==> config.mk <==
export PLATFORM = sky130hd
export DESIGN_NAME = ring_target_metropolis_step_top_flat
export DESIGN_NICKNAME = d
export VERILOG_FILES = /design/src/hw/rtl/rtms_pkg.sv /design/src/hw/rtl/rtms_stream_if.sv /design/src/hw/rtl/ring_target_metropolis_step_top.sv /design/src/flat_wrapper.sv
export VERILOG_INCLUDE_DIRS = /design/src /design/src/hw/rtl
export SDC_FILE = /design/constraint.sdc
export NUM_CORES = 2
export LEC_CHECK = 0
export ABC_AREA = 1
export BUFFER_PORTS_ARGS = -buffer_cell sky130_fd_sc_hd__buf_2
export CAP_MARGIN = 20
export CORE_UTILIZATION = 60
export CTS_CLUSTER_DIAMETER = 30
export DETAILED_ROUTE_END_ITERATION = 16
export GPL_TIMING_DRIVEN = 1
export PLACE_DENSITY = 0.77
export SYNTH_ARGS = -nofsm -noshare
export SYNTH_HDL_FRONTEND = slang
export SYNTH_SLANG_ARGS = --single-unit
==> constraint.sdc <==
create_clock -name clk -period 58.3 [get_ports clk]
set_clock_uncertainty 0.2 [all_clocks]
set_input_delay 11.66 -clock clk [delete_from_list [all_inputs] [get_ports clk]]
set_output_delay 11.66 -clock clk [all_outputs]
set_load 0.01 [all_outputs]
==> src/hw/rtl/assert_macros.svh <==
// assertion macros shared by the rtl files
// no dependencies; clocked on clk, RTMS_ASSERT is disabled while arst_n is low
`ifndef ASSERT_MACROS_SVH
`define ASSERT_MACROS_SVH

// concurrent check on the rising edge of clk, off during reset
`define RTMS_ASSERT(lbl, prop, msg) \
	lbl: assert property (@(posedge clk) disable iff (!arst_n) (prop)) else $error(msg);

// concurrent check that also holds while reset is applied
`define RTMS_ASSERT_ALWAYS(lbl, prop, msg) \
	lbl: assert property (@(posedge clk) (prop)) else $error(msg);

`endif

==> src/hw/rtl/rtms_pkg.sv <==
// types, constants and table helpers of the ring target metropolis step
// no dependencies
package rtms_pkg;

	localparam int DIST_W = 32;                 // ring distance, unsigned Q8.24
	localparam int DIST_FRAC_BITS = 24;
	localparam int CNT_W = 32;
	localparam int SCALE_W = 19;
	localparam logic [SCALE_W-1:0] FIVE_OVER_LN2_Q16 = 19'd472742;
	localparam logic [15:0] ROUND_HALF_Q16 = 16'h8000;
	localparam logic [DIST_W-1:0] DIST_ONE_Q24 = 32'h0100_0000;
	localparam logic [CNT_W-1:0] CNT_MAX = '1;
	localparam int SHIFT_LIMIT_BITS = 4;        // integer part below 16 keeps a threshold

	typedef struct packed {
		logic signed [15:0] step_x;
		logic signed [15:0] step_y;
		logic [15:0]        uniform_draw;
	} in_beat_t;

	typedef struct packed {
		logic signed [15:0] pos_x;
		logic signed [15:0] pos_y;
		logic               accepted;
		logic [CNT_W-1:0]   accepted_total;
	} out_beat_t;

	// r = 2^(-1/depth) in Q0.32, by bisection on r^depth against one half
	function automatic logic [63:0] pow2_ratio(input int depth);
		logic [63:0] lo;
		logic [63:0] hi;
		logic [63:0] mid;
		logic [63:0] p;
		lo = 64'h0000_0000_8000_0000;
		hi = 64'h0000_0000_FFFF_FFFF;
		for (int it = 0; it < 34; it++) begin
			mid = lo + ((hi - lo) >> 1);
			p = 64'h0000_0001_0000_0000;
			for (int k = 0; k < depth; k++) begin
				p = (p * mid) >> 32;
			end
			if (p >= 64'h0000_0000_8000_0000) begin
				lo = mid;
			end else begin
				hi = mid;
			end
		end
		return lo;
	endfunction

	// entry k = r^k rounded to Q0.16, unit value clamped to all ones
	function automatic logic [15:0] pow2_entry(input logic [63:0] ratio, input int k);
		logic [63:0] t;
		logic [63:0] e;
		t = 64'h0000_0001_0000_0000;
		for (int j = 0; j < k; j++) begin
			t = (t * ratio) >> 32;
		end
		e = (t + 64'(ROUND_HALF_Q16)) >> 16;
		return (e > 64'h0000_0000_0000_FFFF) ? 16'hFFFF : e[15:0];
	endfunction

endpackage

==> src/hw/rtl/rtms_stream_if.sv <==
// valid/ready stream channel carrying one payload beat
// depends on nothing; payload type is set where the channel is declared
interface rtms_stream_if #(
	parameter type payload_t = logic
) ();
	logic     valid;
	logic     ready;
	payload_t data;

	modport source (output valid, output data, input ready);
	modport sink (input valid, input data, output ready);
endinterface

==> src/hw/rtl/ring_target_metropolis_step_top.sv <==
// random-walk metropolis step for the ring target exp(-5|x^2+y^2-1|)
// uses rtms_pkg, rtms_stream_if and assert_macros.svh
//
// usage:
//  - proposal channel (sink): one beat holds step_x, step_y (signed Q4.12)
//    and uniform_draw (unsigned Q0.16); taken when valid and ready are high
//  - result channel (source): one beat per proposal with the chain position
//    after the step (low 16 bits, Q4.12), the accept flag and a saturating
//    count of accepted steps
//  - a taken beat passes the input register, then the result register, before
//    it is offered on the result channel
//  - throughput: one beat per cycle while the result channel takes beats; the chain
//    position and distance close their loop combinationally through add, square,
//    distance compare, the constant scale of the distance step and the 2^-f table lookup
//  - reset clears the chain to the origin (distance one), the accept count
//    to zero and both stage valids; the 2^-f table is constant logic
//  - when the receiver stalls, the result register holds; the input register
//    still takes one more beat, then proposal.ready drops until the result
//    is taken
`include "assert_macros.svh"

module ring_target_metropolis_step_top #(
	parameter int POS_WIDTH = 16,
	parameter int EXP_TABLE_DEPTH = 64
) (
	input  logic         clk,
	input  logic         arst_n,
	rtms_stream_if.sink   proposal,
	rtms_stream_if.source result
);

	localparam int SUM_W = ((POS_WIDTH > 16) ? POS_WIDTH : 16) + 1;
	localparam int SQ_W = 2 * POS_WIDTH;
	localparam int R2_W = ((SQ_W + 1) > 33) ? (SQ_W + 1) : 33;
	localparam int IDX_W = $clog2(EXP_TABLE_DEPTH);
	localparam int PROD_W = rtms_pkg::DIST_W + rtms_pkg::SCALE_W + 1;
	localparam int EXPO_W = PROD_W - 16;
	localparam int FW_W = rtms_pkg::DIST_FRAC_BITS + IDX_W;
	localparam logic [63:0] POW2_RATIO = rtms_pkg::pow2_ratio(EXP_TABLE_DEPTH);
	localparam logic signed [SUM_W-1:0] POS_MAX = SUM_W'((64'sd1 <<< (POS_WIDTH - 1)) - 1);
	localparam logic signed [SUM_W-1:0] POS_MIN = SUM_W'(-(64'sd1 <<< (POS_WIDTH - 1)));

	// 2^-f fraction table, constant logic
	logic [15:0] pow2_tbl [EXP_TABLE_DEPTH];
	for (genvar g = 0; g < EXP_TABLE_DEPTH; g++) begin : g_tbl
		assign pow2_tbl[g] = rtms_pkg::pow2_entry(POW2_RATIO, g);
	end

	// chain state
	logic signed [POS_WIDTH-1:0]   chain_x_q;
	logic signed [POS_WIDTH-1:0]   chain_y_q;
	logic [rtms_pkg::DIST_W-1:0]   dist_q;
	logic [rtms_pkg::CNT_W-1:0]    acc_cnt_q;

	// input register
	logic                          valid_s1;
	rtms_pkg::in_beat_t            beat_s1;

	// result register
	logic                          res_valid_q;
	rtms_pkg::out_beat_t           res_q;

	logic advance;
	logic take_in;

	// step datapath
	logic signed [SUM_W-1:0]       sum_x;
	logic signed [SUM_W-1:0]       sum_y;
	logic signed [POS_WIDTH-1:0]   prop_x;
	logic signed [POS_WIDTH-1:0]   prop_y;
	logic [POS_WIDTH-1:0]          mag_x;
	logic [POS_WIDTH-1:0]          mag_y;
	logic [SQ_W-1:0]               sq_x;
	logic [SQ_W-1:0]               sq_y;
	logic [R2_W-1:0]               r2;
	logic [R2_W-1:0]               one_r2;
	logic [R2_W-1:0]               diff;
	logic [rtms_pkg::DIST_W-1:0]   dist_new;
	logic [rtms_pkg::DIST_W-1:0]   delta;
	logic [PROD_W-1:0]             scaled;
	logic [EXPO_W-1:0]             expo;
	logic                          expo_big;
	logic [FW_W-1:0]               frac_idx;
	logic [IDX_W-1:0]              idx;
	logic [15:0]                   thr;
	logic                          closer;
	logic                          acc;
	logic signed [POS_WIDTH-1:0]   next_x;
	logic signed [POS_WIDTH-1:0]   next_y;
	logic signed [SUM_W-1:0]       next_x_ext;
	logic signed [SUM_W-1:0]       next_y_ext;
	logic [rtms_pkg::CNT_W-1:0]    next_cnt;

	// handshake: the input register moves on when the result register is free
	assign advance = valid_s1 && (!res_valid_q || result.ready);
	assign proposal.ready = !valid_s1 || advance;
	assign take_in = proposal.valid && proposal.ready;

	// proposed point, saturated to the position range
	assign sum_x = SUM_W'(chain_x_q) + SUM_W'(beat_s1.step_x);
	assign sum_y = SUM_W'(chain_y_q) + SUM_W'(beat_s1.step_y);

	always_comb begin
		if (sum_x > POS_MAX) begin
			prop_x = POS_WIDTH'(POS_MAX);
		end else if (sum_x < POS_MIN) begin
			prop_x = POS_WIDTH'(POS_MIN);
		end else begin
			prop_x = POS_WIDTH'(sum_x);
		end
		if (sum_y > POS_MAX) begin
			prop_y = POS_WIDTH'(POS_MAX);
		end else if (sum_y < POS_MIN) begin
			prop_y = POS_WIDTH'(POS_MIN);
		end else begin
			prop_y = POS_WIDTH'(sum_y);
		end
	end

	// ring distance |x^2 + y^2 - 1| in Q8.24, saturated to 32 bits
	assign mag_x = prop_x[POS_WIDTH-1] ? POS_WIDTH'(-prop_x) : POS_WIDTH'(prop_x);
	assign mag_y = prop_y[POS_WIDTH-1] ? POS_WIDTH'(-prop_y) : POS_WIDTH'(prop_y);
	assign sq_x = SQ_W'(mag_x) * SQ_W'(mag_x);
	assign sq_y = SQ_W'(mag_y) * SQ_W'(mag_y);
	assign r2 = R2_W'(sq_x) + R2_W'(sq_y);
	assign one_r2 = R2_W'(rtms_pkg::DIST_ONE_Q24);
	assign diff = (r2 >= one_r2) ? (r2 - one_r2) : (one_r2 - r2);
	assign dist_new = (|diff[R2_W-1:rtms_pkg::DIST_W]) ? '1 : diff[rtms_pkg::DIST_W-1:0];

	// exponent a = delta * 5/ln2, rounded; threshold = table[frac] >> int(a)
	assign closer = dist_new <= dist_q;
	assign delta = dist_new - dist_q;
	assign scaled = PROD_W'(delta) * PROD_W'(rtms_pkg::FIVE_OVER_LN2_Q16)
		+ PROD_W'(rtms_pkg::ROUND_HALF_Q16);
	assign expo = scaled[PROD_W-1:16];
	assign expo_big = |expo[EXPO_W-1:rtms_pkg::DIST_FRAC_BITS + rtms_pkg::SHIFT_LIMIT_BITS];
	assign frac_idx = FW_W'(expo[rtms_pkg::DIST_FRAC_BITS-1:0]) * FW_W'(EXP_TABLE_DEPTH);
	assign idx = frac_idx[FW_W-1:rtms_pkg::DIST_FRAC_BITS];
	assign thr = pow2_tbl[idx]
		>> expo[rtms_pkg::DIST_FRAC_BITS +: rtms_pkg::SHIFT_LIMIT_BITS];
	assign acc = closer || (!expo_big && (beat_s1.uniform_draw < thr));

	// state after this step
	assign next_x = acc ? prop_x : chain_x_q;
	assign next_y = acc ? prop_y : chain_y_q;
	assign next_x_ext = SUM_W'(next_x);
	assign next_y_ext = SUM_W'(next_y);
	assign next_cnt = (acc && (acc_cnt_q != rtms_pkg::CNT_MAX)) ? acc_cnt_q + 1'b1 : acc_cnt_q;

	// control and chain state
	always_ff @(posedge clk or negedge arst_n) begin
		if (!arst_n) begin
			valid_s1 <= 1'b0;
			res_valid_q <= 1'b0;
			chain_x_q <= '0;
			chain_y_q <= '0;
			dist_q <= rtms_pkg::DIST_ONE_Q24;
			acc_cnt_q <= '0;
		end else begin
			if (take_in) begin
				valid_s1 <= 1'b1;
			end else if (advance) begin
				valid_s1 <= 1'b0;
			end
			if (advance) begin
				res_valid_q <= 1'b1;
			end else if (result.ready) begin
				res_valid_q <= 1'b0;
			end
			if (advance && acc) begin
				chain_x_q <= prop_x;
				chain_y_q <= prop_y;
				dist_q <= dist_new;
				acc_cnt_q <= next_cnt;
			end
		end
	end

	// payload registers
	always_ff @(posedge clk) begin
		if (take_in) begin
			beat_s1 <= proposal.data;
		end
		if (advance) begin
			res_q.pos_x <= next_x_ext[15:0];
			res_q.pos_y <= next_y_ext[15:0];
			res_q.accepted <= acc;
			res_q.accepted_total <= next_cnt;
		end
	end

	assign result.valid = res_valid_q;
	assign result.data = res_q;

	// checks
	`RTMS_ASSERT(a_cnt_monotonic, ##1 (acc_cnt_q >= $past(acc_cnt_q)), "accept count went down")
	`RTMS_ASSERT(a_chain_holds, !(advance && acc) |=> ($stable(chain_x_q) && $stable(chain_y_q) && $stable(dist_q)), "chain moved without an accepted beat")
	`RTMS_ASSERT(a_result_follows, advance |=> (res_valid_q && (res_q.accepted_total == acc_cnt_q)), "result beat does not match chain count")

endmodule

==> src/flat_wrapper.sv <==
// flat-port wrapper written by rule: the top's interface ports become plain ports
module ring_target_metropolis_step_top_flat 
#(
	parameter int POS_WIDTH = 16,
	parameter int EXP_TABLE_DEPTH = 64
)
  (clk, arst_n, proposal_valid, proposal_data, proposal_ready, result_valid, result_data, result_ready);
  rtms_stream_if #(.payload_t(rtms_pkg::in_beat_t)) proposal_i ();
  rtms_stream_if #(.payload_t(rtms_pkg::out_beat_t)) result_i ();
  input  logic clk;
  input  logic arst_n;
  input wire logic [$bits(proposal_i.valid)-1:0] proposal_valid;
  input wire logic [$bits(proposal_i.data)-1:0] proposal_data;
  output wire logic [$bits(proposal_i.ready)-1:0] proposal_ready;
  output wire logic [$bits(result_i.valid)-1:0] result_valid;
  output wire logic [$bits(result_i.data)-1:0] result_data;
  input wire logic [$bits(result_i.ready)-1:0] result_ready;
  assign proposal_i.valid = proposal_valid;
  assign proposal_i.data = proposal_data;
  assign proposal_ready = proposal_i.ready;
  assign result_valid = result_i.valid;
  assign result_data = result_i.data;
  assign result_i.ready = result_ready;
  ring_target_metropolis_step_top #(.POS_WIDTH(POS_WIDTH), .EXP_TABLE_DEPTH(EXP_TABLE_DEPTH)) u_core (.clk(clk), .arst_n(arst_n), .proposal(proposal_i), .result(result_i));
endmodule
---- Word level (Yosys, flattened, before mapping) ----
Memory sizes are Yosys's and may differ from the RTL's.
Index checks and enable logic that the tools add are counted.
Widths: inputs -> output; s select.
storage, ports and cells
  register bits ........................... 211
  latch bits .............................. 0
  memory bits (writable) .................. 0
  memory bits (read-only) ................. 1024
  output and inout port bits .............. 67
  word-level logic and storage cells ...... 69
  memories kept ........................... 1
memories
  memory           words  bits a word  read ports  clocked after Yosys merged registers in  wr ports  line                                    source
  (no name shown)  64     16           1           0                                        0         ring_target_metropolis_step_top.sv:139  assign thr = pow2_tbl[idx]
cells by class
  $add $sub $neg .......................... 10
  multipliers ............................. 3
  div/mod/pow operators ................... 0
  magnitude comparators ................... 8
  equal/unequal tests ..................... 1
  shift-type cells ........................ 1
  mux-type cells .......................... 17
  bitwise logic cells ..................... 1
  reductions and logical operators ........ 14
operator list
  cell                    number
  $mux 16                 10
  $mul 16x16->32          2
  $mux 32                 2
  $add 51x16->52 const B  1
  $mul 32x18->50 const B  1
  $add 16x16->17          2
  $gt 17x16->1 const B    2
  $lt 17x16->1 const B    2
  $add 32x32->33          1
  $ge 33x25->1 const B    1
  $mux 33                 1
  $sub 25x33->33 const A  1
  $sub 33x25->33 const B  1
  $add 32x1->32 const B   1
  $le 32x32->1            1
  $ne 32x32->1 const B    1
  $neg 16->16             2
  $sub 32x32->32          1
  $lt 16x16->1            1
  $shr 16x4->16           1
  $reduce_or 8->1         1
  $ge 7x7->1 const B      1
  $not 6->7               1
  $logic_and 1x1->1       5
  4 further kinds         12

---- Longest topological paths before layout ----
  depth in word-level cells ............... 24
  depth in mapped cells ................... 150
  gate-level depth less buffers ........... 145

---- Least setup slack after synthesis ----
No wires, ideal clock.
  path kind ............................... input-to-output
  start ................................... in result_ready
  end ..................................... out proposal_ready
  data arrival time ....................... 11.844 ns
  path slack .............................. 34.596 ns
  cell stages on the path ................. 2
  buffers on the path ..................... 0
  path through ............................ inv_1 > nand3_1
on the way
  longest elaborated chain between the ends .. 3
RTL lines
  item                line                                   source
  start: declaration  flat_wrapper.sv:17                     input wire logic [$bits(result_i.ready)-1:0] result_ready;
  $logic_or 1x1->1    ring_target_metropolis_step_top.sv:95  assign advance = valid_s1 && (!res_valid_q || result.ready);
  $logic_and 1x1->1   ring_target_metropolis_step_top.sv:95
  $logic_or 1x1->1    ring_target_metropolis_step_top.sv:96  assign proposal.ready = !valid_s1 || advance;
  end: declaration    flat_wrapper.sv:14                     output wire logic [$bits(proposal_i.ready)-1:0] proposal_ready;
No other way between the ends.

---- Worst setup path after layout ----
  start ................................... reg u_core.chain_x_q[0]
  end ..................................... reg u_core.dist_q[1] (netlist name)
on the way
  longest elaborated chain between the ends .. 23
RTL lines
  item                                        line                                    source
  start: declaration                          ring_target_metropolis_step_top.sv:50   logic signed [POS_WIDTH-1:0] chain_x_q;
  start signal: assignment                    ring_target_metropolis_step_top.sv:171  chain_x_q <= prop_x;
  $add 16x16->17 (*)                          ring_target_metropolis_step_top.sv:100  assign sum_x = SUM_W'(chain_x_q) + SUM_W'(beat_s1.step_x);
  $lt 17x16->1                                ring_target_metropolis_step_top.sv:106  end else if (sum_x < POS_MIN) begin
  $mux 16                                     ring_target_metropolis_step_top.sv:106
  $mux 16 (*)                                 ring_target_metropolis_step_top.sv:104  if (sum_x > POS_MAX) begin
  $neg 16->16                                 ring_target_metropolis_step_top.sv:121  assign mag_x = prop_x[POS_WIDTH-1] ? POS_WIDTH'(-prop_x) : POS_WIDTH'(prop_x);
  $mux 16 (*)                                 ring_target_metropolis_step_top.sv:121
  via u_core.mag_x[0]                         ring_target_metropolis_step_top.sv:71   logic [POS_WIDTH-1:0] mag_x;
  $mul 16x16->32 (*)                          ring_target_metropolis_step_top.sv:123  assign sq_x = SQ_W'(mag_x) * SQ_W'(mag_x);
  [... 7 more ...]                            -
  $not 6->7 (implied by the code)             ring_target_metropolis_step_top.sv:139
  $mem_v2 64x16                               -
  $mux 16 (implied by the code) (2 in a row)  ring_target_metropolis_step_top.sv:139
  $shr 16x4->16                               ring_target_metropolis_step_top.sv:139
  $lt 16x16->1                                ring_target_metropolis_step_top.sv:141  assign acc = closer || (!expo_big && (beat_s1.uniform_draw < thr));
  $logic_and 1x1->1                           ring_target_metropolis_step_top.sv:141
  $logic_or 1x1->1                            ring_target_metropolis_step_top.sv:141
  $logic_and 1x1->1                           ring_target_metropolis_step_top.sv:170  if (advance && acc) begin
  end signal: assignment                      ring_target_metropolis_step_top.sv:157  dist_q <= rtms_pkg::DIST_ONE_Q24;
  end signal: assignment                      ring_target_metropolis_step_top.sv:173  dist_q <= dist_new;
  end: declaration                            ring_target_metropolis_step_top.sv:52   logic [rtms_pkg::DIST_W-1:0] dist_q;
Mark *: on every way through the listed nets, which the timed path passes. The rest lies on a longest branch. The select of a mux whose other input is x is not followed.
A chain may end at the register's enable or synchronous reset.

==> implementation parameters <==
Parameter                              Value

Finish
  Number of nets in the finished design ... 6595
  Final instance count without filler cells ... 6382
  Area growth syn-to-layout ... 7.969%
  Ratio of cells with drive above 1 in the final layout ... 0.06451
  Layout fillers ... 5919

Route
  Number of remaining DRC errors ... 0
  Vias per inst ... 5.288
  Routed WL ... 107200 µm
  Antenna Violating Nets Remaining ... 0
  Total number of vias ... 33750
  Routed wire length per instance ... 16.80 µm
  Detailed-routing iteration count for the pre-antenna-repair pass ... 6
  Iteration-0 DRC count of the detailed router ... 2226

Yosys
  Async set or reset register ratio after synthesis ... 0.4645
  Number of instances in the synthesized netlist ... 5266
  Synth warnings ... 0
  Average footprint of a synthesized cell ... 8.038 µm²
  Top flip-flop cell by instance count after synthesis ... edfxtp_1
  Number of synthesized flops with an enable pin ... 113
  Cell taking the most area after synthesis ... fa_1
  Leading cell type by number of instances after synthesis ... inv_1
  Area share of the largest cell type after synthesis ... 0.2999
  Most used standard cells in the synthesized netlist ... inv_1, nand2_1, fa_1
  Sequential cell area fraction in the yosys report ... 0.1381
  Biggest area contributors in the synthesized netlist ... fa_1, ha_1, inv_1
  Summed instance area of the synthesized netlist ... 42330 µm²
  Number of distinct library cells after synthesis ... 66
  Flops & latches, synth ... 211

Status
  Outcome ... complete, no violations

Timing
  Accumulated negative setup slack ... 0 ps
  Final WS setup ... 29150 ps
  Crit share post-route ... 0.5000
  Worst hold margin ... 289.5 ps
  Final-report max-slew violation count ... 0
  Final hold violations ... 0
  Worst slew pin tran ... 1067 ps
  Setup Viol. Count Final ... 0
  Minimum period implied by the final worst setup slack ... 29150 ps
  RSZ-0062 raised after global routing ... no
  Max frequency ... 0.03431 GHz
  Max-slew headroom at the worst pin ... 0.2865

Floorplanning
  Die Span Y ... 267.6 µm
  Number of core rows ... 97
  DIE WIDTH ... 267.6 µm
  Top-Level Pins ... 119
  Die Outline Area ... 71610 µm²
  Floorplan core area ... 69910 µm²
  Effective utilization at floorplan ... 0.6055

GRT
  Vias in the first global route ... 34960
  First-pass GRT wire length ... 175700 µm
  Gr ovfl total ... 0
  Largest net degree at the start of global routing ... 100
  Initial antenna violation count ... 1
  All-layer global routing usage ... 0.3104

CTS
  Setup fix buffers added after clock tree synthesis ... 0
  Longest Clk Path Bufs ... 3
  Clock edge transition at the registers on the reported setup and hold paths ... 40 ps
  TritonCTS clock tree ... built
  TritonCTS Sinks ... 211
  # H-tree levels ... 2
  Insertion delay of the later-clocked pin in the worst-skew pair ... 580 ps
  Clock root buffer master ... clkbuf_16
  Gates resized, CTS repair ... 0
  Number of buffers inserted during clock tree synthesis ... 47
  Post-CTS Hold Buffers ... 0

Critical path
  Dominant delay contributor by cell family on the critical path ... adder cells
  Worst path most repeated cell ... inv_1
  Destination of the worst register-to-register timing path ... u_core.dist_q[1]
  Endpoint type of the worst setup path ... register
  Crit path buffers/inverters ... 20
  Type of the setup path with the least slack ... reg -> reg
  Length in cells of the worst reg-to-reg path ... 116
  Data arrival, critical path ... 29410 ps
  Req. time, crit path ... 58560 ps
  Critical path peak fanout ... 99
  Critical-path cell with the highest stage delay ... buf_4
  Maximum single-stage delay on the critical path ... 760 ps
  R2R setup slack ... 29150 ps
  Setup crit start kind ... register
  Launching point of the worst reg2reg path ... u_core.chain_x_q[0]

Placement
  Post-placement worst setup slack ... 29490 ps
  Number of buffers added on ports ... 118
  RePlAce Congestion ... 1.014
  DP Wirelength ... 89810 µm
  Cell total after placement ... 6294

Worst hold path
  Tightest Hold Check Type ... reg -> reg
  Worst Hold Launch ... u_core.dist_q[24]
  Worst-case hold path end point ... u_core.dist_q[24]
  Hold-critical path depth ... 2

Flow run
  Max-cap violations ... 0
layout make-up:
| cell class | count | area, µm² | share of cell area |
|---|---|---|---|
| Sequential cell | 211 | 5847 | 0.1279 |
| Tap cell | 940 | 1176 | 0.02574 |
| Timing Repair Buffer | 146 | 815.8 | 0.01785 |
| Clock inverter | 27 | 422.9 | 0.009254 |
| Multi-Input combinational cell | 3611 | 30870 | 0.6755 |
| Antenna cell | 1 | 2.502 | 0.00005476 |
| Inverter | 1386 | 5207 | 0.1139 |
| Clock buffer | 60 | 1359 | 0.02973 |
registers in the layout (all words and copies together), names as in the netlist:
name / cells
u_core.chain_x_q: 16
u_core.dist_q: 32
u_core.acc_cnt_q: 32
u_core.beat_s1: 48
u_core.result.data: 65
u_core.result.valid: 1
u_core.valid_s1: 1
u_core.chain_y_q: 16
through the flow:
stage	area, µm²	utilization
after floorplan	42410	-
after global placement	43900	0.6279
after detailed placement	43920	0.6282
after CTS	45700	0.6537
after global routing	45700	0.6537
final	45700	0.6537
layer usage:
layer,global-route usage,part of all wire,vias to the layer above
met5,0,0,-
met4,0.1538,0.053,0
met3,0.03384,0.049,283
met2,0.5296,0.49,1067
met1,0.3920,0.41,16120
li1,-,-,16280
worst max-delay path by stage:
stage                              startpoint                end  slack [ps]  cells past startpoint
after floorplan                  result_ready     proposal_ready       34600                      2
after global placement    u_core.chain_x_q[0]  u_core.dist_q[31]       29850                    118
after detailed placement  u_core.chain_x_q[0]  u_core.dist_q[12]       29490                    122
after CTS                 u_core.chain_x_q[0]   u_core.dist_q[1]       29330                    116
after global routing      u_core.chain_x_q[0]   u_core.dist_q[1]       26610                    130
final                     u_core.chain_x_q[0]   u_core.dist_q[1]       29150                    116
cell families after synthesis:
logic type                 synth area share
AOI/OAI and AO/OA                   0.06063
xor gates and xnor gates            0.03296
adders and majority gates            0.4494
buffers and inverters                0.1347
DFF                                  0.1381
other                             0.0001774
and+or+nand+nor                      0.1840
cells in the final DEF, fill, tap and decap left out, types with 6 or more instances in the layout:
cell type,count
nor2_2,16
conb_1,24
a21oi_1,191
nand3b_1,9
a31oi_1,16
o21ai_2,6
nand4_1,41
nor4_1,18
buf_4,28
a21o_1,14
nor3_1,41
xor2_1,101
xnor2_1,49
bufinv_16,9
clkinv_1,9
o211ai_1,9
edfxtp_1,113
fa_1,634
o21ai_1,38
clkbuf_16,50
clkbuf_8,7
inv_2,32
and2_1,37
nand2_2,14
dfrtp_1,97
nand3_1,217
o21ai_0,127
inv_1,1343
or2_2,8
o21bai_1,19
nand2_1,967
buf_2,117
nand3_2,17
ha_1,506
nor2_1,434
tightest hold or removal path: stages (launching register included):
cell,delay (ps)
dfstp_2,350
inv_1,60
o21ai_1,70
Power is left out: the tool's default activity adds up to more than one toggle a clock period on the data nets, which glitch-free logic cannot reach.
